`config.mk`:
```
export PLATFORM = sky130hd
export DESIGN_NAME = lane_marking_midpoint_finder
export DESIGN_NICKNAME = d
export VERILOG_FILES = /design/src/sv/lmmf_pkg.sv /design/src/sv/lmmf_cfg_regs.sv /design/src/sv/lmmf_history_ram.sv /design/src/sv/lmmf_pair_stage.sv /design/src/sv/lane_marking_midpoint_finder.sv
export VERILOG_INCLUDE_DIRS = /design/src /design/src/sv
export SDC_FILE = /design/constraint.sdc
export NUM_CORES = 1
export LEC_CHECK = 0
export ABC_AREA = 1
export CAP_MARGIN = 20
export CORE_UTILIZATION = 30
export CTS_BUF_LIST = sky130_fd_sc_hd__clkbuf_8 sky130_fd_sc_hd__clkbuf_16
export DETAILED_ROUTE_END_ITERATION = 10
export DONT_BUFFER_PORTS = 1
export SLEW_MARGIN = 20
export SYNTH_ARGS = -nofsm -noshare
export SYNTH_HDL_FRONTEND = slang
export SYNTH_SLANG_ARGS = --single-unit
export TNS_END_PERCENT = 10
```
`constraint.sdc`:
```
create_clock -name clk -period 5.6 [get_ports clk]
set_input_delay 0 -clock clk [delete_from_list [all_inputs] [get_ports clk]]
set_output_delay 0 -clock clk [all_outputs]
set_load 0.01 [all_outputs]
```
`src/sv/lane_marking_midpoint_finder_macros.svh`:
```
// Assertion macros shared by the lane marking midpoint finder RTL.
`ifndef LANE_MARKING_MIDPOINT_FINDER_MACROS_SVH
`define LANE_MARKING_MIDPOINT_FINDER_MACROS_SVH

`ifndef SYNTHESIS
// Property that must hold on every clock edge outside reset.
`define LMMF_ASSERT(lbl, prop) \
  lbl: assert property (@(posedge clk) disable iff (rst) (prop)) \
    else $error("lmmf assertion failed");
// Condition in one cycle implies a result in the next.
`define LMMF_ASSERT_NEXT(lbl, pre, post) \
  lbl: assert property (@(posedge clk) disable iff (rst) (pre) |=> (post)) \
    else $error("lmmf assertion failed");
`else
`define LMMF_ASSERT(lbl, prop)
`define LMMF_ASSERT_NEXT(lbl, pre, post)
`endif

`endif

```
`src/sv/lmmf_pkg.sv`:
```
// Types and constants of the lane marking midpoint finder.
package lmmf_pkg;

  localparam int X_W       = 11;
  localparam int GAP_W     = 7;
  localparam int PIX_W     = 8;
  localparam int CFG_IDX_W = 3;

  localparam logic [PIX_W-1:0] BRIGHT_LEVEL = 8'd255;

  // Configuration register indexes
  localparam logic [CFG_IDX_W-1:0] REG_GAP_MIN       = 3'd0;
  localparam logic [CFG_IDX_W-1:0] REG_GAP_MAX       = 3'd1;
  localparam logic [CFG_IDX_W-1:0] REG_IGNORE_X_LOW  = 3'd2;
  localparam logic [CFG_IDX_W-1:0] REG_IGNORE_X_HIGH = 3'd3;
  localparam logic [CFG_IDX_W-1:0] REG_IGNORE_Y_LOW  = 3'd4;
  localparam logic [CFG_IDX_W-1:0] REG_IGNORE_Y_HIGH = 3'd5;

  // Reset values
  localparam logic [GAP_W-1:0] GAP_MIN_RST = 7'd10;
  localparam logic [GAP_W-1:0] GAP_MAX_RST = 7'd40;

  typedef struct packed {
    logic [GAP_W-1:0] gap_min;
    logic [GAP_W-1:0] gap_max;
    logic [X_W-1:0]   ignore_x_low;
    logic [X_W-1:0]   ignore_x_high;
    logic [X_W-1:0]   ignore_y_low;
    logic [X_W-1:0]   ignore_y_high;
  } cfg_t;

  // Midpoint candidate leaving the pairing stage
  typedef struct packed {
    logic           hit;
    logic [X_W-1:0] mid_x;
    logic [X_W-1:0] mid_y;
  } cand_t;

endpackage

```
`src/sv/lmmf_cfg_regs.sv`:
```
// Configuration register file of the lane marking midpoint finder.
module lmmf_cfg_regs (
  input  logic                           clk,
  input  logic                           rst,
  input  logic                           cfg_valid,
  output logic                           cfg_ready,
  input  logic [lmmf_pkg::CFG_IDX_W-1:0] cfg_index,
  input  logic [lmmf_pkg::X_W-1:0]       cfg_data,
  output lmmf_pkg::cfg_t                 cfg
);

  // Writes are never stalled
  assign cfg_ready = 1'b1;

  // Register write decode
  always_ff @(posedge clk) begin
    if (rst) begin
      cfg.gap_min       <= lmmf_pkg::GAP_MIN_RST;
      cfg.gap_max       <= lmmf_pkg::GAP_MAX_RST;
      cfg.ignore_x_low  <= '0;
      cfg.ignore_x_high <= '0;
      cfg.ignore_y_low  <= '0;
      cfg.ignore_y_high <= '0;
    end else if (cfg_valid && cfg_ready) begin
      unique case (cfg_index)
        lmmf_pkg::REG_GAP_MIN:       cfg.gap_min <= cfg_data[lmmf_pkg::GAP_W-1:0];
        lmmf_pkg::REG_GAP_MAX:       cfg.gap_max <= cfg_data[lmmf_pkg::GAP_W-1:0];
        lmmf_pkg::REG_IGNORE_X_LOW:  cfg.ignore_x_low  <= cfg_data;
        lmmf_pkg::REG_IGNORE_X_HIGH: cfg.ignore_x_high <= cfg_data;
        lmmf_pkg::REG_IGNORE_Y_LOW:  cfg.ignore_y_low  <= cfg_data;
        lmmf_pkg::REG_IGNORE_Y_HIGH: cfg.ignore_y_high <= cfg_data;
        default: ;
      endcase
    end
  end

endmodule

```
`src/sv/lmmf_history_ram.sv`:
```
// One-bit brightness history memory with a registered read port.
module lmmf_history_ram #(
  parameter int DEPTH  = 64,
  parameter int ADDR_W = 6
) (
  input  logic              clk,
  input  logic              wr_en,
  input  logic [ADDR_W-1:0] wr_addr,
  input  logic              wr_data,
  input  logic              rd_en,
  input  logic [ADDR_W-1:0] rd_addr,
  output logic              rd_data
);

  logic mem [DEPTH];

  // Write port
  always_ff @(posedge clk) begin
    if (wr_en) begin
      mem[wr_addr] <= wr_data;
    end
  end

  // Registered read port
  always_ff @(posedge clk) begin
    if (rd_en) begin
      rd_data <= mem[rd_addr];
    end
  end

endmodule

```
`src/sv/lmmf_pair_stage.sv`:
```
// Column tracking, edge pairing and midpoint qualification.
`include "lane_marking_midpoint_finder_macros.svh"

module lmmf_pair_stage #(
  parameter int ROW_WIDTH     = 2048,
  parameter int HISTORY_DEPTH = 64
) (
  input  logic                       clk,
  input  logic                       rst,
  input  logic                       accept,
  input  logic                       edge_pixel,
  input  logic [lmmf_pkg::PIX_W-1:0] warped_pixel,
  input  logic [lmmf_pkg::X_W-1:0]   row_y,
  input  logic                       row_start,
  input  lmmf_pkg::cfg_t             cfg,
  output logic [$clog2(HISTORY_DEPTH)-1:0] hist_wr_addr,
  output logic                       hist_wr_data,
  output logic [$clog2(HISTORY_DEPTH)-1:0] hist_rd_addr,
  output lmmf_pkg::cand_t            cand
);

  localparam int CW   = $clog2(ROW_WIDTH);
  localparam int AW   = $clog2(HISTORY_DEPTH);
  localparam int XW   = (CW > lmmf_pkg::X_W) ? CW : lmmf_pkg::X_W;
  localparam int GW   = (CW > lmmf_pkg::GAP_W) ? CW : lmmf_pkg::GAP_W;
  localparam logic [CW-1:0] COL_LAST = CW'(ROW_WIDTH - 1);
  localparam logic [AW-1:0] PTR_LAST = AW'(HISTORY_DEPTH - 1);
  localparam logic [AW-1:0] PTR_WRAP = AW'(HISTORY_DEPTH);

  logic [CW-1:0] column;
  logic [CW-1:0] prev_edge_x;
  logic          have_prev_edge;
  logic [AW-1:0] hist_ptr;

  logic [CW-1:0] col_eff;
  logic [AW-1:0] ptr_eff;
  logic          prev_ok;
  logic [CW-1:0] gap;
  logic [CW-1:0] half_gap;
  logic [CW-1:0] mid;
  logic [CW-1:0] back;
  logic [AW-1:0] back_a;
  logic [XW-1:0] mid_w;
  logic          gap_ok;
  logic          back_ok;
  logic          in_window;
  logic          col_wrap;

  // Row start restarts the column before the pixel is handled
  always_comb begin
    col_eff  = row_start ? '0 : column;
    ptr_eff  = row_start ? '0 : hist_ptr;
    prev_ok  = have_prev_edge && !row_start;
    col_wrap = (col_eff == COL_LAST);
  end

  // Spacing, midpoint and distance back into the history
  always_comb begin
    gap      = col_eff - prev_edge_x;
    half_gap = gap >> 1;
    mid      = prev_edge_x + half_gap;
    back     = gap - half_gap;
    back_a   = back[AW-1:0];
    mid_w    = XW'(mid);
    gap_ok   = (GW'(gap) >= GW'(cfg.gap_min)) && (GW'(gap) <= GW'(cfg.gap_max));
    back_ok  = (32'(back) < 32'(HISTORY_DEPTH));
    in_window = (mid_w > XW'(cfg.ignore_x_low)) && (mid_w <= XW'(cfg.ignore_x_high)) &&
                (row_y > cfg.ignore_y_low) && (row_y <= cfg.ignore_y_high);
  end

  // History ports: current column written, midpoint column read
  always_comb begin
    hist_wr_addr = ptr_eff;
    hist_wr_data = (warped_pixel == lmmf_pkg::BRIGHT_LEVEL);
    if (ptr_eff >= back_a) begin
      hist_rd_addr = ptr_eff - back_a;
    end else begin
      hist_rd_addr = ptr_eff + PTR_WRAP - back_a;
    end
  end

  // Candidate, still subject to the brightness lookup
  always_comb begin
    cand.hit   = edge_pixel && prev_ok && (prev_edge_x < col_eff) &&
                 gap_ok && back_ok && !in_window;
    cand.mid_x = mid_w[lmmf_pkg::X_W-1:0];
    cand.mid_y = row_y;
  end

  // Column, history pointer and last edge tracking
  always_ff @(posedge clk) begin
    if (rst) begin
      column         <= '0;
      hist_ptr       <= '0;
      prev_edge_x    <= '0;
      have_prev_edge <= 1'b0;
    end else if (accept) begin
      if (edge_pixel) begin
        prev_edge_x <= col_eff;
      end
      if (col_wrap) begin
        column         <= '0;
        hist_ptr       <= '0;
        have_prev_edge <= 1'b0;
      end else begin
        column         <= col_eff + 1'b1;
        hist_ptr       <= (ptr_eff == PTR_LAST) ? '0 : ptr_eff + 1'b1;
        have_prev_edge <= edge_pixel || prev_ok;
      end
    end
  end

  `LMMF_ASSERT(a_prev_edge_behind, !have_prev_edge || (prev_edge_x < column))
  `LMMF_ASSERT(a_hist_ptr_range, 32'(hist_ptr) < 32'(HISTORY_DEPTH))

endmodule

```
`src/sv/lane_marking_midpoint_finder.sv`:
```
// Top level of the lane marking midpoint finder.
// Takes one pixel per clock (edge bit, warped intensity, row y, row start) and pairs each
// edge pixel with the previous edge of the same row; a pair whose spacing lies in
// [gap_min, gap_max] yields the midpoint, kept only outside the ignore window, within
// HISTORY_DEPTH columns of the current pixel, and where the warped pixel at the midpoint
// was 255. Throughput is one pixel per cycle while the input is not stalled. The edge that
// takes a pixel also registers its midpoint candidate and the brightness history read; the
// output register then loads from the lookup stage whenever out_valid is low or out_ready is
// high. The input stalls only while both the lookup stage and the output register hold a
// midpoint and out_ready is low. No clearing pass is needed after reset.
// Configuration writes are never stalled and belong to idle periods.
`include "lane_marking_midpoint_finder_macros.svh"

module lane_marking_midpoint_finder #(
  parameter int ROW_WIDTH     = 2048,
  parameter int HISTORY_DEPTH = 64
) (
  input  logic                           clk,
  input  logic                           rst,
  // pixel input
  input  logic                           in_valid,
  output logic                           in_ready,
  input  logic                           edge_pixel,
  input  logic [lmmf_pkg::PIX_W-1:0]     warped_pixel,
  input  logic [lmmf_pkg::X_W-1:0]       row_y,
  input  logic                           row_start,
  // midpoint output
  output logic                           out_valid,
  input  logic                           out_ready,
  output logic [lmmf_pkg::X_W-1:0]       mid_x,
  output logic [lmmf_pkg::X_W-1:0]       mid_y,
  // configuration writes
  input  logic                           cfg_valid,
  output logic                           cfg_ready,
  input  logic [lmmf_pkg::CFG_IDX_W-1:0] cfg_index,
  input  logic [lmmf_pkg::X_W-1:0]       cfg_data
);

  localparam int AW = $clog2(HISTORY_DEPTH);

  lmmf_pkg::cfg_t  cfg;
  lmmf_pkg::cand_t cand;

  logic          in_fire;
  logic          out_load;
  logic [AW-1:0] hist_wr_addr;
  logic          hist_wr_data;
  logic [AW-1:0] hist_rd_addr;
  logic          hist_bright;

  // Lookup stage registers
  logic                     s1_valid;
  logic [lmmf_pkg::X_W-1:0] s1_mid_x;
  logic [lmmf_pkg::X_W-1:0] s1_mid_y;

  lmmf_cfg_regs u_cfg (
    .clk       (clk),
    .rst       (rst),
    .cfg_valid (cfg_valid),
    .cfg_ready (cfg_ready),
    .cfg_index (cfg_index),
    .cfg_data  (cfg_data),
    .cfg       (cfg)
  );

  lmmf_pair_stage #(
    .ROW_WIDTH     (ROW_WIDTH),
    .HISTORY_DEPTH (HISTORY_DEPTH)
  ) u_pair (
    .clk          (clk),
    .rst          (rst),
    .accept       (in_fire),
    .edge_pixel   (edge_pixel),
    .warped_pixel (warped_pixel),
    .row_y        (row_y),
    .row_start    (row_start),
    .cfg          (cfg),
    .hist_wr_addr (hist_wr_addr),
    .hist_wr_data (hist_wr_data),
    .hist_rd_addr (hist_rd_addr),
    .cand         (cand)
  );

  lmmf_history_ram #(
    .DEPTH  (HISTORY_DEPTH),
    .ADDR_W (AW)
  ) u_hist (
    .clk     (clk),
    .wr_en   (in_fire),
    .wr_addr (hist_wr_addr),
    .wr_data (hist_wr_data),
    .rd_en   (in_fire),
    .rd_addr (hist_rd_addr),
    .rd_data (hist_bright)
  );

  // Pipeline flow control
  assign out_load = !out_valid || out_ready;
  assign in_ready = !s1_valid || out_load;
  assign in_fire  = in_valid && in_ready;

  // Lookup stage: candidate waits for the history read
  always_ff @(posedge clk) begin
    if (rst) begin
      s1_valid <= 1'b0;
    end else if (in_fire) begin
      s1_valid <= cand.hit;
    end else if (out_load) begin
      s1_valid <= 1'b0;
    end
  end

  always_ff @(posedge clk) begin
    if (in_fire) begin
      s1_mid_x <= cand.mid_x;
      s1_mid_y <= cand.mid_y;
    end
  end

  // Output register: keep only bright midpoints
  always_ff @(posedge clk) begin
    if (rst) begin
      out_valid <= 1'b0;
    end else if (out_load) begin
      out_valid <= s1_valid && hist_bright;
    end
  end

  always_ff @(posedge clk) begin
    if (out_load) begin
      mid_x <= s1_mid_x;
      mid_y <= s1_mid_y;
    end
  end

  `LMMF_ASSERT_NEXT(a_cand_captured, in_fire && cand.hit, s1_valid)
  `LMMF_ASSERT_NEXT(a_pending_kept, s1_valid && out_valid && !out_ready, s1_valid)
  `LMMF_ASSERT(a_result_from_lookup, !$rose(out_valid) || $past(s1_valid && hist_bright))

endmodule

```
# == Word-level counts from Yosys, hierarchy flattened ==
# Memories as Yosys holds them, arrays and structs flattened. A register that Yosys moved wholly into a read port is not among the register bits.
# Cells that the tools add are included.
# totals
out_inout_bits,25
latchBits,0
mem_bits_rw,64
in_bits,40
reg_bits,133
mem_bits_ro,0
mem_count,1
# memory_table
memory,words,width,rd,rd_clocked_by_memory_dff,wr,line,text
u_hist.mem,64,1,1,1,1,lmmf_history_ram.sv:15,logic mem [DEPTH];
# op_classes
n_mux,10
n_bitwise,0
shifts,0
magnitude_cmp,8
mul,0
reduce_logical,28
n_addsub,6
div,0
n_eq_ne,8
# op_table
op,n
> comparator 11 bit,2
<= comparator 11 bit,2
two-way mux 11 bit,2
two-way mux 6 bit,3
AND reduction 2 bit,7
logical AND 1 bit,12
"adder 11 x 1 -> 11 bit, second input constant",1
adder 11 x 10 -> 11 bit,1
"equality test 11 bit, second input constant",1
>= comparator 11 x 7 -> 1 bit,1
<= comparator 11 x 7 -> 1 bit,1
< comparator 11 bit,1
"< comparator 11 x 7 -> 1 bit, second input constant",1
subtractor 11 x 10 -> 11 bit,1
subtractor 11 bit,1
"equality test 8 bit, second input constant",1
"adder 6 x 1 -> 6 bit, second input constant",1
"equality test 3 x 2 -> 1 bit, second input constant",2
"equality test 3 bit, second input constant",2
"equality test 6 bit, second input constant",1
subtractor 6 bit,1
two-way mux 1 bit,5
logical NOT 1 bit,4
"equality test 3 x 1 -> 1 bit, second input constant",1
3 further kinds,5

# == Depth between registers and ports, before layout ==
# logic_depth
ltp_word,10
depth_mapped,40

# == Hierarchy ==
# A second synthesis with hierarchy kept.
# unflattened
hier_cells,1467
area_unflattened_um2,11760.0
# by_module_without_submodules
module,instances,cells_per_inst,area_per_inst_um2,seq_area_each_um2
lmmf_pair_stage,1,755,4917.2,580.6
lmmf_history_ram,1,314,3055.4,1951.9
lmmf_cfg_regs,1,343,2379.8,1161.1
lane_marking_midpoint_finder,1,55,1407.6,1361.3

# == Worst setup path after synthesis ==
# OpenSTA, ideal clock, no wires.
# synth_timing
kind,register to register
from,register u_pair.column[0]
to,register s1_valid
setup_time_ns,0.065
arrival_ns,4.134
path_buffers,0
setup_slack_ns,1.401
required_ns,5.535
path_stages_with_launch,38
cell_sequence,dfxtp_1 -> inv_1 -> nor2_1 -> inv_2 -> ha_1 -> inv_1 -> ha_1 -> inv_1 -> nand2_1 -> nand2_1 -> nand2_1 -> nand3_1 -> nand2_2 -> xor2_1 -> ha_1 -> a21oi_1 -> o21ai_0 -> nor2_1 -> (+2 left out) -> nand2_1 -> nand2_1 -> nand2_1 -> a21oi_1 -> xor2_1 -> ha_1 -> a21oi_1 -> o21a_1 -> nand3_1 -> nand2_1 -> inv_1 -> nand4_1 -> nand3_1 -> nor2_1 -> nand2_1 -> nor2_1 -> nor2_1 -> nor2_1
# synth_rtl
item,line,text
from (decl),lmmf_pair_stage.sv:30,logic [CW-1:0] column;
from (signal assigned),lmmf_pair_stage.sv:106,column <= col_eff + 1'b1;
to (signal assigned),lane_marking_midpoint_finder.sv:107,s1_valid <= cand.hit;
to (decl),lane_marking_midpoint_finder.sv:52,logic s1_valid;

==> results.toml <==
[status]
status = "finished clean"

[power]
p_switching_uw = 1430
p_seq_share_pct = 39.9
comb_power_share_pct = 29.8
clkPwrFrac_pct = 30.3
vdd_drop_max_uv = 175
cellInternalPower_uw = 2730
swShare_pct = 34.4
finalPower_uw = 4160
powerDensity_mw_per_mm2 = 328
leakagePower_uw = 0.00502

[drt]
ant_nets = 0
drtIter0Drc = 448
wl_per_cell_um = 14.9
detail_route.vias_per_cell = 4.76
wl_mm = 27.3
drc = 0
vias = 8699
firstDrtPassIters = 5

[synthesis]
yosysUniqueCellTypes = 56
yosysMostFrequentCell = "nand2_1"
synth_top_area_share_pct = 29.3
synthesis.nets = 1453
async_reset_ff_share_pct = 0
yosys_warnings = 0
synth_common_cells = "198 x nand2_1, 195 x nor2_1, 162 x inv_1"
synthTopCellsByArea = "edfxtp_1 29%, dfxtp_1 16%, ha_1 11%, nand2_1 6.7%, nor2_1 6.6%"
synth_edf_count = 109
syn_avg_cell_area_um2 = 8.48
synthFlopType = "edfxtp_1"
yosysSeqAreaShare_pct = 45.3
postSynthCellCount = 1315
synth_area_mm2 = 0.0112
ys_ff_latch = 198
yosys.area.top_type = "edfxtp_1"

[cts]
cts-buffers-inserted = 17
cts_resized = 0
postCtsSetupRepairBufs = 0
clock_path_buffers = 2
clkSinkCount = 198
clk_latency_ns = 0.45
cts_max_level = 4
tritoncts = "done"
clkTransAtPathRegs_ns = 0.07
root_buffer = "clkbuf_16"
ctsHoldBuffers = 40

[worst_setup_path]
r2r_start = "u_pair.column[0]"
arrival_ns = 5.26
crit_end = "s1_valid"
critPathSlowestCell = "dlygate4sd3_1"
crit_start = "row_start"
critPathKind = "in2reg"
critPathRequiredTime_ns = 5.97
worstReg2RegEnd = "s1_valid"
slowest_delay_ns = 0.73
crit_fanout = 7
crit_path_end_kind = "flop"
r2r_slack_ns = 0.72
r2r_cells = 37
worst_setup_path_start_kind = "input port"
crit_top_cell = "nand2_1"

[grt]
grt_overflow_total = 0
grt_pass1_wl_mm = 44.4
grt_max_degree = 69
grt_pass1_vias = 8491
track_usage_pct = 14.7
antenna_found_initial = 0

[sta]
rsz0062_at_grt = "false"
finalSetupTns_ns = 0
tightest_slew_ns = 0.991
maxSlewViolCount = 0
finalCritPeriodShare_pct = 87.3
period_needed_ns = 4.89
hold_viol = 0
fmax_mhz = 205
skew_ns = 0.0102
relSlewSlack_pct = 33.7
finalSetupViolations = 0

[final_layout]
antenna-diode-count = 0
stdcell_count = 1828
drive_gt1_share_pct = 7.13
area_growth_pct = 13.5
nets = 1485
finalInstanceArea_mm2 = 0.0127
nFillCells = 3741

[floorplanning]
die_w_um = 195
io_pins = 65
start_util_pct = 30.5
coreArea_mm2 = 0.0366
die-area_mm2 = 0.0380
die_h_um = 195
rows = 70

[flow_run]
cap_viol_max_count = 0

[min_path]
min_from = "cfg_valid"
hold_class = "in2reg"

[placed_design]
globalplace.congestion = 0.867
dpl.cell_count = 1756
numPortBuffers = 0
dp_hpwl_mm = 19.8
placed_area_mm2 = 0.0117
area by class of cell:
type	instances	area, um^2	area share (%)
multi-input cells	910	5290	41.7
flip-flops and latches	198	5050	39.9
inverters	171	649	5.13
well taps	468	586	4.62
repair buffers	49	480	3.79
clock buffers	17	425	3.36
clock inverters	15	184	1.45
cells by family (layout without fill, tap and decap cells):
family                     after synthesis  count (layout)  synth area share, %
DFF                                    198             198                 45.3
AOI/OAI and AO/OA                      270             270                 13.4
buffers and inverters                  207             252                 7.36
and+or+nand+nor                        509             509                 20.1
adders and majority gates               98              98                 11.2
other                                    1               1               0.0336
xor gates and xnor gates                28              28                 2.20
muxes                                    4               4                0.404
sequential cells by signal, summed over array words and instances (netlist names):
signal / cells
u_hist.mem: 64
out_valid: 1
u_cfg.cfg: 58
s1_valid: 1
s1_mid_x: 11
u_hist.rd_data: 1
u_pair.have_prev_edge: 1
s1_mid_y: 11
mid_x: 11
mid_y: 11
u_pair.hist_ptr: 6
u_pair.prev_edge_x: 11
u_pair.column: 11
per-layer routing:
| layer | GRT usage [%] | routed length, um | share of wire (%) | vias to the layer above |
|---|---|---|---|---|
| met5 | 0 | 0 | 0 | - |
| met2 | 25.5 | 13200 | 48 | 148 |
| met1 | 18.8 | 12800 | 47 | 4037 |
| li1 | - | - | - | 4475 |
| met4 | 5.45 | 580 | 2.1 | 0 |
| met3 | 1.80 | 709 | 2.6 | 39 |
per-stage QoR:
step / worst slack, ns / util [%] / hold WS [ns]
floorplan: 1.40 / - / 0.0989
global placement: 0.897 / 31.8 / 0.0726
detailed placement: 0.773 / 31.8 / 0.0731
CTS: 0.710 / 34.6 / 0.0207
global route: 0.152 / 34.6 / 0.0473
finish: 0.711 / 34.6 / 0.0326
how the worst min path moves through the flow:
stage,slack [ns],end,cells after the start
CTS,0.02,u_cfg.cfg[22],6
global placement,0.07,u_pair.hist_ptr[3],1
detailed placement,0.07,out_valid,1
floorplan,0.1,s1_mid_y[0],0
global route,0.05,u_hist.mem[34],3
finish,0.03,u_cfg.cfg[22],6
critical path, delay by kind of cell:
family / cells / cell delay, ns
AO/OA/AOI/OAI: 6 / 0.86
XOR/XNOR: 2 / 0.68
adder cells (fa/ha/maj): 4 / 1.01
buffers and inverters: 5 / 0.98
AND/OR/NAND/NOR: 20 / 1.74
cell usage in the layout (no fill, tap or decap), types with 4 or more instances in the layout:
| cell | count |
|---|---|
| dfxtp_1 | 89 |
| ha_1 | 95 |
| xnor2_1 | 14 |
| edfxtp_1 | 109 |
| inv_1 | 162 |
| nand2_4 | 7 |
| nand3_2 | 7 |
| mux2_2 | 4 |
| clkbuf_16 | 17 |
| nand2_2 | 15 |
| nand2_1 | 198 |
| o32ai_1 | 16 |
| nor3_1 | 7 |
| xor2_1 | 14 |
| and2_1 | 4 |
| inv_8 | 6 |
| nand4_1 | 17 |
| a21oi_1 | 119 |
| nor2_1 | 194 |
| dlygate4sd3_1 | 40 |
| o211ai_1 | 8 |
| nor2_2 | 5 |
| o21ai_0 | 102 |
| buf_4 | 8 |
| nand3_1 | 43 |
| inv_2 | 6 |
power groups by stage:
stage	Combinational (uW)	Sequential [uW]	Clock, uW
after floorplan	923	1680	0
after global placement	1190	1690	0
after detailed placement	1200	1690	0
after CTS	1240	1660	1290
after global routing	1420	1670	1340
final	1240	1660	1260
No activity file was read; power rests on OpenSTA's default activity.
